--- config.mk ---
export PLATFORM = sky130hd
export DESIGN_NAME = base64_encoder_custom_alphabet_flat
export DESIGN_NICKNAME = d
export VERILOG_FILES = /design/src/rtl/core/b64e_pkg.sv /design/src/rtl/core/b64e_byte_if.sv /design/src/rtl/core/b64e_char_if.sv /design/src/rtl/core/b64e_front.sv /design/src/rtl/core/b64e_queue.sv /design/src/rtl/core/b64e_back.sv /design/src/rtl/core/base64_encoder_custom_alphabet.sv /design/src/flat_wrapper.sv
export SDC_FILE = /design/constraint.sdc
export NUM_CORES = 1
export LEC_CHECK = 0
export BUFFER_PORTS_ARGS = -buffer_cell sky130_fd_sc_hd__buf_2
export CAP_MARGIN = 20
export CORE_ASPECT_RATIO = 1.2
export CORE_MARGIN = 3
export CORE_UTILIZATION = 50
export CTS_BUF_LIST = sky130_fd_sc_hd__clkbuf_16
export DETAILED_ROUTE_END_ITERATION = 10
export PLACE_DENSITY = 0.68
export RECOVER_POWER = 25
export REMOVE_ABC_BUFFERS = 1
export SLEW_MARGIN = 20
export SYNTH_ARGS = -nofsm -noshare
export SYNTH_HDL_FRONTEND = slang
export SYNTH_SLANG_ARGS = --single-unit
export TNS_END_PERCENT = 20
--- constraint.sdc ---
create_clock -name clk -period 2.6 [get_ports clk]
set_clock_uncertainty 0.15 [all_clocks]
set_input_delay 0.52 -clock clk [delete_from_list [all_inputs] [get_ports clk]]
set_output_delay 0.52 -clock clk [all_outputs]
set_load 0.1 [all_outputs]
--- src/rtl/core/b64e_pkg.sv ---
// ---------------------------------------------------------------------------
// b64e_pkg: shared types and constants of the Base64 encoder
// Holds the shuffled alphabet, the padding code and the group record that
// the front part hands to the back part.
// ---------------------------------------------------------------------------
package b64e_pkg;

	localparam logic [7:0] PAD_CHAR = 8'h3D;
	localparam int unsigned QDEPTH = 2;
	localparam int unsigned QPTR_W = $clog2(QDEPTH);
	localparam int unsigned QCNT_W = $clog2(QDEPTH + 1);

	localparam logic [7:0] ALPHABET [64] = '{
		"Q", "V", "E", "J", "A", "f", "H", "m",
		"U", "Y", "j", "B", "a", "c", "+", "u",
		"8", "P", "h", "5", "n", "9", "O", "d",
		"1", "6", "F", "r", "I", "C", "L", "/",
		"X", "0", "G", "v", "t", "M", "4", "q",
		"k", "7", "T", "2", "z", "3", "w", "N",
		"S", "s", "y", "o", "e", "b", "i", "l",
		"x", "W", "K", "g", "Z", "p", "R", "D"
	};

	typedef enum logic [1:0] {
		PH_FIRST  = 2'd0,
		PH_SECOND = 2'd1,
		PH_THIRD  = 2'd2
	} phase_t;

	typedef struct packed {
		logic       pad;
		logic [5:0] idx;
	} sym_t;

	typedef struct packed {
		sym_t [3:0] syms;
		logic [1:0] last_pos;
		logic       last;
	} grp_t;

	typedef struct packed {
		logic valid;
		logic full;
	} qstat_t;

	function automatic logic [7:0] sym_char(input sym_t s);
		return s.pad ? PAD_CHAR : ALPHABET[s.idx];
	endfunction

endpackage

--- src/rtl/core/b64e_byte_if.sv ---
// ---------------------------------------------------------------------------
// b64e_byte_if: byte channel
// Carries one message byte and its end-of-message flag per transfer.
// ---------------------------------------------------------------------------
interface b64e_byte_if;
	logic       valid;
	logic       ready;
	logic [7:0] data_byte;
	logic       last_byte;

	modport source(output valid, data_byte, last_byte, input ready);
	modport sink(input valid, data_byte, last_byte, output ready);
endinterface

--- src/rtl/core/b64e_char_if.sv ---
// ---------------------------------------------------------------------------
// b64e_char_if: character channel
// Carries one encoded character and its end-of-message flag per transfer.
// ---------------------------------------------------------------------------
interface b64e_char_if;
	logic       valid;
	logic       ready;
	logic [7:0] out_char;
	logic       out_last;

	modport source(output valid, out_char, out_last, input ready);
	modport sink(input valid, out_char, out_last, output ready);
endinterface

--- src/rtl/core/b64e_front.sv ---
// ---------------------------------------------------------------------------
// b64e_front: byte intake and group split
// Tracks the position in the 3-byte group and the leftover bits, and turns
// each byte into a record of one to four alphabet indices or pad marks.
// ---------------------------------------------------------------------------
module b64e_front (
	input  logic                clk,
	input  logic                arst_n,
	b64e_byte_if.sink           bytes,
	input  b64e_pkg::qstat_t    qstat,
	output logic                push,
	output b64e_pkg::grp_t      push_grp
);
	import b64e_pkg::*;

	phase_t     phase_q, phase_d;
	logic [3:0] left_q, left_d;
	logic [7:0] b;

	assign b = bytes.data_byte;
	assign bytes.ready = !qstat.full;
	assign push = bytes.valid && bytes.ready;

	always_comb begin
		push_grp = '0;
		push_grp.last = bytes.last_byte;
		phase_d = phase_q;
		left_d = left_q;
		unique case (phase_q)
			PH_SECOND: begin
				push_grp.syms[0].idx = {left_q[1:0], b[7:4]};
				push_grp.syms[1].idx = {b[3:0], 2'b00};
				push_grp.syms[2].pad = 1'b1;
				push_grp.last_pos = bytes.last_byte ? 2'd2 : 2'd0;
				phase_d = PH_THIRD;
				left_d = b[3:0];
			end
			PH_THIRD: begin
				push_grp.syms[0].idx = {left_q, b[7:6]};
				push_grp.syms[1].idx = b[5:0];
				push_grp.last_pos = 2'd1;
				phase_d = PH_FIRST;
				left_d = '0;
			end
			default: begin
				push_grp.syms[0].idx = b[7:2];
				push_grp.syms[1].idx = {b[1:0], 4'b0000};
				push_grp.syms[2].pad = 1'b1;
				push_grp.syms[3].pad = 1'b1;
				push_grp.last_pos = bytes.last_byte ? 2'd3 : 2'd0;
				phase_d = PH_SECOND;
				left_d = {2'b00, b[1:0]};
			end
		endcase
		if (bytes.last_byte) begin
			phase_d = PH_FIRST;
			left_d = '0;
		end
	end

	always_ff @(posedge clk or negedge arst_n) begin
		if (!arst_n) begin
			phase_q <= PH_FIRST;
			left_q <= '0;
		end else if (push) begin
			phase_q <= phase_d;
			left_q <= left_d;
		end
	end

endmodule

--- src/rtl/core/b64e_queue.sv ---
// ---------------------------------------------------------------------------
// b64e_queue: group record queue
// A two-entry queue that decouples byte intake from character output.
// ---------------------------------------------------------------------------
module b64e_queue (
	input  logic                clk,
	input  logic                arst_n,
	input  logic                push,
	input  b64e_pkg::grp_t      push_grp,
	input  logic                pop,
	output b64e_pkg::qstat_t    qstat,
	output b64e_pkg::grp_t      head
);
	import b64e_pkg::*;

	grp_t              mem [QDEPTH];
	logic [QPTR_W-1:0] wr_ptr_q, rd_ptr_q;
	logic [QCNT_W-1:0] cnt_q;

	assign qstat.valid = cnt_q != '0;
	assign qstat.full = cnt_q == QCNT_W'(QDEPTH);
	assign head = mem[rd_ptr_q];

	always_ff @(posedge clk) begin
		if (push) begin
			mem[wr_ptr_q] <= push_grp;
		end
	end

	always_ff @(posedge clk or negedge arst_n) begin
		if (!arst_n) begin
			wr_ptr_q <= '0;
			rd_ptr_q <= '0;
			cnt_q <= '0;
		end else begin
			if (push) begin
				wr_ptr_q <= (wr_ptr_q == QPTR_W'(QDEPTH - 1)) ? '0 : wr_ptr_q + 1'b1;
			end
			if (pop) begin
				rd_ptr_q <= (rd_ptr_q == QPTR_W'(QDEPTH - 1)) ? '0 : rd_ptr_q + 1'b1;
			end
			if (push && !pop) begin
				cnt_q <= cnt_q + 1'b1;
			end else if (pop && !push) begin
				cnt_q <= cnt_q - 1'b1;
			end
		end
	end

endmodule

--- src/rtl/core/b64e_back.sv ---
// ---------------------------------------------------------------------------
// b64e_back: character serializer
// Walks the head record one symbol per cycle unless the output stalls,
// maps it through the alphabet and holds the character in the output register.
// ---------------------------------------------------------------------------
module b64e_back (
	input  logic                clk,
	input  logic                arst_n,
	input  b64e_pkg::qstat_t    qstat,
	input  b64e_pkg::grp_t      head,
	output logic                pop,
	b64e_char_if.source         chars
);
	import b64e_pkg::*;

	logic [1:0] pos_q;
	logic       valid_q;
	logic [7:0] char_q;
	logic       last_q;
	logic       adv;
	logic       at_end;

	assign adv = !valid_q || chars.ready;
	assign at_end = pos_q == head.last_pos;
	assign pop = adv && qstat.valid && at_end;

	assign chars.valid = valid_q;
	assign chars.out_char = char_q;
	assign chars.out_last = last_q;

	always_ff @(posedge clk or negedge arst_n) begin
		if (!arst_n) begin
			pos_q <= '0;
			valid_q <= 1'b0;
		end else if (adv) begin
			valid_q <= qstat.valid;
			if (qstat.valid) begin
				pos_q <= at_end ? 2'd0 : pos_q + 2'd1;
			end
		end
	end

	always_ff @(posedge clk) begin
		if (adv && qstat.valid) begin
			char_q <= sym_char(head.syms[pos_q]);
			last_q <= head.last && at_end;
		end
	end

endmodule

--- src/rtl/core/base64_encoder_custom_alphabet.sv ---
// ---------------------------------------------------------------------------
// base64_encoder_custom_alphabet: streaming Base64 encoder
// Encodes a byte stream with a fixed shuffled alphabet and '=' padding.
// ---------------------------------------------------------------------------
// One byte is taken per transfer and split at once into a record of one to
// four symbols, which waits in a two-entry queue; the output side sends one
// character per cycle while chars.ready is not held low. A byte yields one
// or two characters inside a message, three or four when it is the last
// byte of an unfinished group; in a long message that is four characters
// per three bytes, and the character serializer sets the throughput.
// A byte flagged last ends the message, and the final character is flagged.
module base64_encoder_custom_alphabet (
	input  logic          clk,
	input  logic          arst_n,
	b64e_byte_if.sink     bytes,
	b64e_char_if.source   chars
);
	import b64e_pkg::*;

	qstat_t qstat;
	logic   push;
	logic   pop;
	grp_t   push_grp;
	grp_t   head;

	b64e_front u_front (
		.clk      (clk),
		.arst_n   (arst_n),
		.bytes    (bytes),
		.qstat    (qstat),
		.push     (push),
		.push_grp (push_grp)
	);

	b64e_queue u_queue (
		.clk      (clk),
		.arst_n   (arst_n),
		.push     (push),
		.push_grp (push_grp),
		.pop      (pop),
		.qstat    (qstat),
		.head     (head)
	);

	b64e_back u_back (
		.clk    (clk),
		.arst_n (arst_n),
		.qstat  (qstat),
		.head   (head),
		.pop    (pop),
		.chars  (chars)
	);

`ifndef SYNTHESIS
	a_full_has_head: assert property (@(posedge clk) disable iff (!arst_n)
		qstat.full |-> qstat.valid)
		else $error("queue full without a head entry");

	a_pad_pair: assert property (@(posedge clk) disable iff (!arst_n)
		(chars.valid && chars.ready && chars.out_char == PAD_CHAR && !chars.out_last)
		|=> (chars.valid && chars.out_char == PAD_CHAR && chars.out_last))
		else $error("leading pad not followed by final pad");

	a_last_queued: assert property (@(posedge clk) disable iff (!arst_n)
		(bytes.valid && bytes.ready && bytes.last_byte) |=> qstat.valid)
		else $error("final byte transfer left the queue empty");
`endif

endmodule

--- src/flat_wrapper.sv ---
// flat-port wrapper written by rule: the top's interface ports become plain ports
module base64_encoder_custom_alphabet_flat import b64e_pkg::*;
  (clk, arst_n, bytes_valid, bytes_data_byte, bytes_last_byte, bytes_ready, chars_valid, chars_out_char, chars_out_last, chars_ready);
  b64e_byte_if bytes_i ();
  b64e_char_if chars_i ();
  input  logic clk;
  input  logic arst_n;
  input wire logic [$bits(bytes_i.valid)-1:0] bytes_valid;
  input wire logic [$bits(bytes_i.data_byte)-1:0] bytes_data_byte;
  input wire logic [$bits(bytes_i.last_byte)-1:0] bytes_last_byte;
  output wire logic [$bits(bytes_i.ready)-1:0] bytes_ready;
  output wire logic [$bits(chars_i.valid)-1:0] chars_valid;
  output wire logic [$bits(chars_i.out_char)-1:0] chars_out_char;
  output wire logic [$bits(chars_i.out_last)-1:0] chars_out_last;
  input wire logic [$bits(chars_i.ready)-1:0] chars_ready;
  assign bytes_i.valid = bytes_valid;
  assign bytes_i.data_byte = bytes_data_byte;
  assign bytes_i.last_byte = bytes_last_byte;
  assign bytes_ready = bytes_i.ready;
  assign chars_valid = chars_i.valid;
  assign chars_out_char = chars_i.out_char;
  assign chars_out_last = chars_i.out_last;
  assign chars_i.ready = chars_ready;
  base64_encoder_custom_alphabet u_core (.clk(clk), .arst_n(arst_n), .bytes(bytes_i), .chars(chars_i));
endmodule
---- After elaboration in Yosys (flattened, before gate mapping) ----
Memory sizes are Yosys's and may differ from the RTL's. A register that Yosys moved wholly into a read port is not among the register bits.
Cells that the tools add are included.
word-level totals
  bits in registers ....................... 14
  bits in writable memories ............... 34
  memory bits (read-only) ................. 512
  input bits .............................. 13
  output and inout port bits .............. 11
  word-level logic and storage cells ...... 55
  memories kept ........................... 2
cells by class
  add/subtract/negate cells ............... 5
  order comparisons ....................... 1
  equality and inequality tests ........... 4
  mux-type cells .......................... 19
  bitwise gates (word level) .............. 1
  reduce and logical (&&, ||, !) cells .... 15
memory list
  name                words  width  rd ports  clocked after Yosys merged registers in  write ports  RTL line          text
  (name not given)    64     8      1         1                                        0            b64e_pkg.sv:47    return s.pad ? PAD_CHAR : ALPHABET[s.idx];
  u_core.u_queue.mem  2      17     1         0                                        1            b64e_queue.sv:16  grp_t mem [QDEPTH];
operators by type and width
  kind                                                                   number
  8-bit case mux with 2 select lines                                     1
  7-bit binary-select mux with 2-bit select                              1
  2-bit two-way mux                                                      6
  6-bit case mux with 2 select lines                                     1
  4-bit case mux with 2 select lines                                     1
  7-bit two-way mux                                                      1
  6-bit NOT with 7-bit output                                            1
  1-bit logical AND                                                      6
  1-bit two-way mux                                                      6
  2-bit by 1-bit adder with 2-bit output, second input constant          2
  2-bit equality test, second input constant                             2
  1-bit logical NOT                                                      4
  4-bit two-way mux                                                      1
  2-bit case mux with 2 select lines                                     1
  2-bit nonzero test                                                     2
  2-bit by 3-bit < comparator with 1-bit output, second input constant   1
  1-bit adder, second input constant                                     2
  2-bit by 1-bit equality test with 1-bit output, second input constant  1
  2-bit equality test                                                    1
  2-bit AND reduction                                                    1
  2-bit OR reduction                                                     1
  2-bit by 1-bit subtractor with 2-bit output, second input constant     1
  1-bit logical OR                                                       1

---- Depth between registers and ports, before layout ----
  depth after elaboration ................. 7
  mapped depth ............................ 12
  depth with buffers taken out ............ 10

---- Modules after synthesis ----
Synthesis repeated with hierarchy kept, for this count alone.
second synthesis, totals
  cells, all modules ...................... 371
  area total of the unflattened synthesis .. 4750.8 um^2
by module, submodules not included
  module      times used  cells an instance  area an instance (um^2)  sequential area each (um^2)
  b64e_queue  1           113                2580.0                   1961.9
  b64e_back   1           177                1524.0                   315.3
  b64e_front  1           81                 646.9                    150.1

---- Least setup slack after synthesis ----
Ideal clock, no wire load.
  path type ............................... register -> register
  start ................................... register u_core.u_queue.cnt_q[0]
  end ..................................... memory u_core.u_queue.mem[0][0] (netlist bit), enable pin
  arrival ................................. 2356 ps
  data required time ...................... 2059 ps
  slack ................................... -297 ps
  stages on the path, launching flop included .. 5
  path through ............................ dfrtp_1 -> nand2b_1 -> nand2_1 -> clkbuf_1 -> nor2_1
on the way
  cells in the longest elaborated chain, start to end .. 5
RTL lines
  element                                  RTL line            text
  from (decl)                              b64e_queue.sv:18    logic [QCNT_W-1:0] cnt_q;
  from (signal assigned)                   b64e_queue.sv:43    cnt_q <= cnt_q + 1'b1;
  from (signal assigned)                   b64e_queue.sv:45    cnt_q <= cnt_q - 1'b1;
  2-bit equality test                      b64e_queue.sv:21    assign qstat.full = cnt_q == QCNT_W'(QDEPTH);
  1-bit logical NOT                        b64e_front.sv:21    assign bytes.ready = !qstat.full;
  net bytes_ready                          flat_wrapper.sv:11  output wire logic [$bits(bytes_i.ready)-1:0] bytes_ready;
  1-bit logical AND                        b64e_front.sv:22    assign push = bytes.valid && bytes.ready;
  1-bit two-way mux                        b64e_queue.sv:25    if (push) begin
  1-bit two-way mux (implied by the code)  b64e_queue.sv:26    mem[wr_ptr_q] <= push_grp;
  to (decl)                                b64e_queue.sv:16
The timed path passes the listed nets, and every way through them passes these cells.

---- Worst setup path in the final report ----
  start ................................... register u_core.u_queue.rd_ptr_q
  end ..................................... register u_core.u_back.char_q[5], in the netlist u_core.u_back.chars.out_char[5] (data pin)
on the way
  cells in the longest elaborated chain, start to end .. 4
RTL lines
  element                                            RTL line          text
  from (decl)                                        b64e_queue.sv:17  logic [QPTR_W-1:0] wr_ptr_q, rd_ptr_q;
  from (signal assigned)                             b64e_queue.sv:40  rd_ptr_q <= (rd_ptr_q == QPTR_W'(QDEPTH - 1)) ? '0 : rd_ptr_q + 1'b1;
  memory 2 x 17 bit *                                n/a
  7-bit binary-select mux with 2-bit select *        b64e_back.sv:45   char_q <= sym_char(head.syms[pos_q]);
  7-bit two-way mux (implied by the code) *          b64e_back.sv:45
  6-bit NOT with 7-bit output (implied by the code)  b64e_pkg.sv:47
  to (decl)                                          b64e_back.sv:18   logic [7:0] char_q;
Every way passes the cells marked *; elsewhere a longest branch is shown, timed or not. The select of a mux whose other input is x is not followed.
A chain may end at the register's enable or synchronous reset.

==> flow_metrics.py <==
metrics = {
    "cts": {
        "cts_tree": "done",
        "numCtsBuffers": 5,
        "clk_pin_slew_worst_paths_ns": 0.07,
        "cts_sinks": 55,
        "clockRootBuffer": "clkbuf_16",
        "clk_latency_ns": 0.29,
        "clock_path_buffers": 2,
        "cts_max_level": 2,
    },
    "yosys": {
        "ys_ff_latch": 55,
        "synth_top_family_by_area": "compound AO/OA/AOI/OAI gates",
        "synthTopCellsByCount": "edfxtp_1 (42), nand2_1 (37), o21ai_0 (28)",
        "ys.flop_type": "edfxtp_1",
        "synth_area_leaders": "edfxtp_1 (38%), dfrtp_1 (9.7%), mux4_2 (4.7%), o21ai_0 (4.2%), nand2_1 (4.1%)",
        "synth_compound_area_share_pct": 20.1,
        "synth.largest_area_cell": "edfxtp_1",
        "synthXorXnorAreaFrac_pct": 2.88,
        "yosysMostFrequentCell": "edfxtp_1",
        "synth.distinct_cells": 51,
        "synthAdderAreaFrac_pct": 4.11,
        "synthesis.area_um2": 3350,
        "synth_area_per_cell_um2": 10.6,
        "synth_edf_count": 42,
        "ys_seq_area_share_pct": 47.3,
        "synth_top_area_share_pct": 37.6,
        "synthMuxAreaShare_pct": 8.66,
        "netlist_instances": 316,
        "synthSimpleGateAreaFrac_pct": 11.1,
        "synth_warnings": 0,
        "ys_async_sr_fraction_pct": 23.6,
    },
    "sta": {
        "clock.fmax_mhz": 392,
        "tightest_slew_ns": 0.796,
        "fin_crit_sh_pct": 98.1,
        "timing.final.max_slew_violations": 0,
        "fin_crit_ns": 2.55,
        "hold_viol_final": 0,
        "slew_headroom_pct": 47.0,
        "setup_violations": 0,
        "rsz0062_at_grt": "yes",
    },
    "global_routing": {
        "antenna_found_initial": 0,
        "grt_first_pass_wirelength_mm": 13.4,
        "grt_usage_pct": 23.0,
        "grt-ovfl-total": 0,
        "grt_max_degree": 26,
        "grt_pass1_vias": 2761,
    },
    "setup_path": {
        "path_max_fanout": 6,
        "cp-start-kind": "flip-flop",
        "ff2ff_setup_slack_ns": 0.05,
        "path_class": "reg2reg",
        "cp.required_ns": 2.61,
        "reg2regPathDepth": 9,
        "arrival_ns": 2.56,
        "cp-end-kind": "flip-flop",
    },
    "floorplan": {
        "num_rows": 32,
        "dieArea_um2": 7720,
        "dieHeight_um": 95.7,
        "ios": 24,
        "fp.coreArea_um2": 6450,
        "die_w_um": 80.7,
        "initial_utilization_pct": 52.0,
    },
    "cells_and_area": {
        "fin_util_pct": 62.0,
        "instances_no_fill": 450,
        "nNetsFinal": 388,
        "fillers": 475,
        "drive_gt1_share_pct": 25.2,
        "multi_input_area_um2": 1660,
        "regArea_um2": 1590,
        "area_delta_synth_final_pct": 19.2,
        "diodes": 0,
    },
    "hold_path": {
        "worstHoldPathType": "in2reg",
        "hold_depth": 2,
    },
    "placement": {
        "place_inst": 436,
        "gp_congestion": 1.06,
        "dp_hpwl_mm": 5.83,
        "portBuffers": 22,
    },
    "job": {
        "cap_violations": 0,
    },
    "detailed_routing": {
        "ant_nets": 0,
        "dr.pass1.iters": 5,
        "drc_errors": 0,
        "drt_iter0_markers": 292,
        "routedWlPerCell_um": 18.1,
        "vias_per_cell": 6.22,
        "routed_wirelength_mm": 8.14,
        "vias": 2801,
    },
    "outcome": {
        "outcome": "complete, no violations",
    },
}
==> state kept, by name (all words and copies together) (netlist names) <==
signal,flops
u_core.u_queue.wr_ptr_q,1
u_core.u_back.chars.out_last,1
u_core.u_back.pos_q,2
u_core.u_queue.mem,34
u_core.u_back.chars.out_char,7
u_core.u_back.chars.valid,1
u_core.u_front.phase_q,2
u_core.u_queue.cnt_q,2
u_core.u_queue.rd_ptr_q,1
u_core.u_front.left_q,4
==> critical path, stage by stage (launching register included) <==
cell      delay [ns]
dfrtp_2         0.41
buf_6           0.13
mux4_2          0.58
buf_6           0.17
and2_4          0.18
buf_4           0.15
nand2_1         0.09
a211oi_1        0.08
a311o_1         0.35
a21oi_2         0.13
==> cell usage in the layout (no fill, tap or decap), types with 4 or more instances in the layout <==
master | Yosys | final
buf_4 | 4 | 36
mux4_2 | 7 | 7
a22oi_1 | 10 | 10
nor3_1 | 5 | 5
dfrtp_1 | 13 | 12
a31oi_1 | 5 | 5
o21ai_0 | 28 | 26
mux2i_1 | 11 | 11
a21oi_1 | 17 | 15
nand2b_1 | 5 | 5
ha_1 | 11 | 7
nor2_1 | 18 | 17
edfxtp_1 | 42 | 42
inv_1 | 15 | 16
xor2_1 | 4 | 4
clkbuf_16 | 0 | 5
xnor2_1 | 7 | 7
buf_2 | 2 | 20
o211ai_1 | 5 | 5
nand2_1 | 37 | 34
a22o_1 | 5 | 5
a211oi_1 | 5 | 5
==> repair_timing <==
action / 4_1_cts / 5_1_grt
gates resized for setup: 6 / 16
setup buffers: 4 / 1
endpoints found under the setup margin: 1 / 7
hold buffers: 1 / 0
hold endpoints to repair: 13 / 0
pin swaps: 2 / 6
==> layout make-up <==
cell class,count,share of cell area [%]
clock buffers,5,3.13
clock inverters,3,1.03
inverters,15,1.41
multi-input cells,225,41.7
flip-flops and latches,55,39.7
well taps,85,2.66
repair buffers,62,10.4
==> final timing paths <==
kind                                                     startpoint                                             to
worst max-delay path            u_core.u_queue.rd_ptr_q$_DFFE_PN0P_  u_core.u_back.chars.out_char[5]$_SDFFCE_PP1N_
worst min-delay path                                    chars_ready          u_core.u_back.chars.valid$_DFFE_PN0N_
worst max register to register  u_core.u_queue.rd_ptr_q$_DFFE_PN0P_  u_core.u_back.chars.out_char[5]$_SDFFCE_PP1N_
worst min register to register  u_core.u_queue.cnt_q[1]$_DFFE_PN0P_            u_core.u_queue.cnt_q[1]$_DFFE_PN0P_
max in group asynchronous                                    arst_n            u_core.u_queue.rd_ptr_q$_DFFE_PN0P_
min in group asynchronous                                    arst_n           u_core.u_front.left_q[2]$_DFFE_PN0P_
==> routing by layer <==
layer / share of wire, % / track usage (%)
met3: 7.7 / 4.54
met5: 0 / 0
met2: 50 / 40.1
met1: 35 / 25.4
met4: 6.8 / 14.5
==> logic make-up after synthesis <==
kind of cell    Yosys count
compound gates          100
simple gates             82
flops                    55
buf+inv                  36
mux                      20
fa+ha+maj                11
xor+xnor                 11
other cells               1
==> through the flow <==
stage | cell area (µm²) | setup TNS [ns] | hold WS [ns] | setup slack (ns)
after floorplan | 3220 | -8.99 | 0.0744 | -0.410
after global placement | 3690 | -0.154 | 0.275 | -0.154
after detailed placement | 3690 | -0.186 | 0.283 | -0.186
after CTS | 3930 | -0.00161 | 0.268 | -0.00161
after global routing | 4000 | -0.171 | 0.285 | -0.0494
final | 4000 | 0 | 0.269 | 0.0490
Power is not shown: default switching activity piles up to over one toggle a cycle in this logic, so the estimate is an artifact.
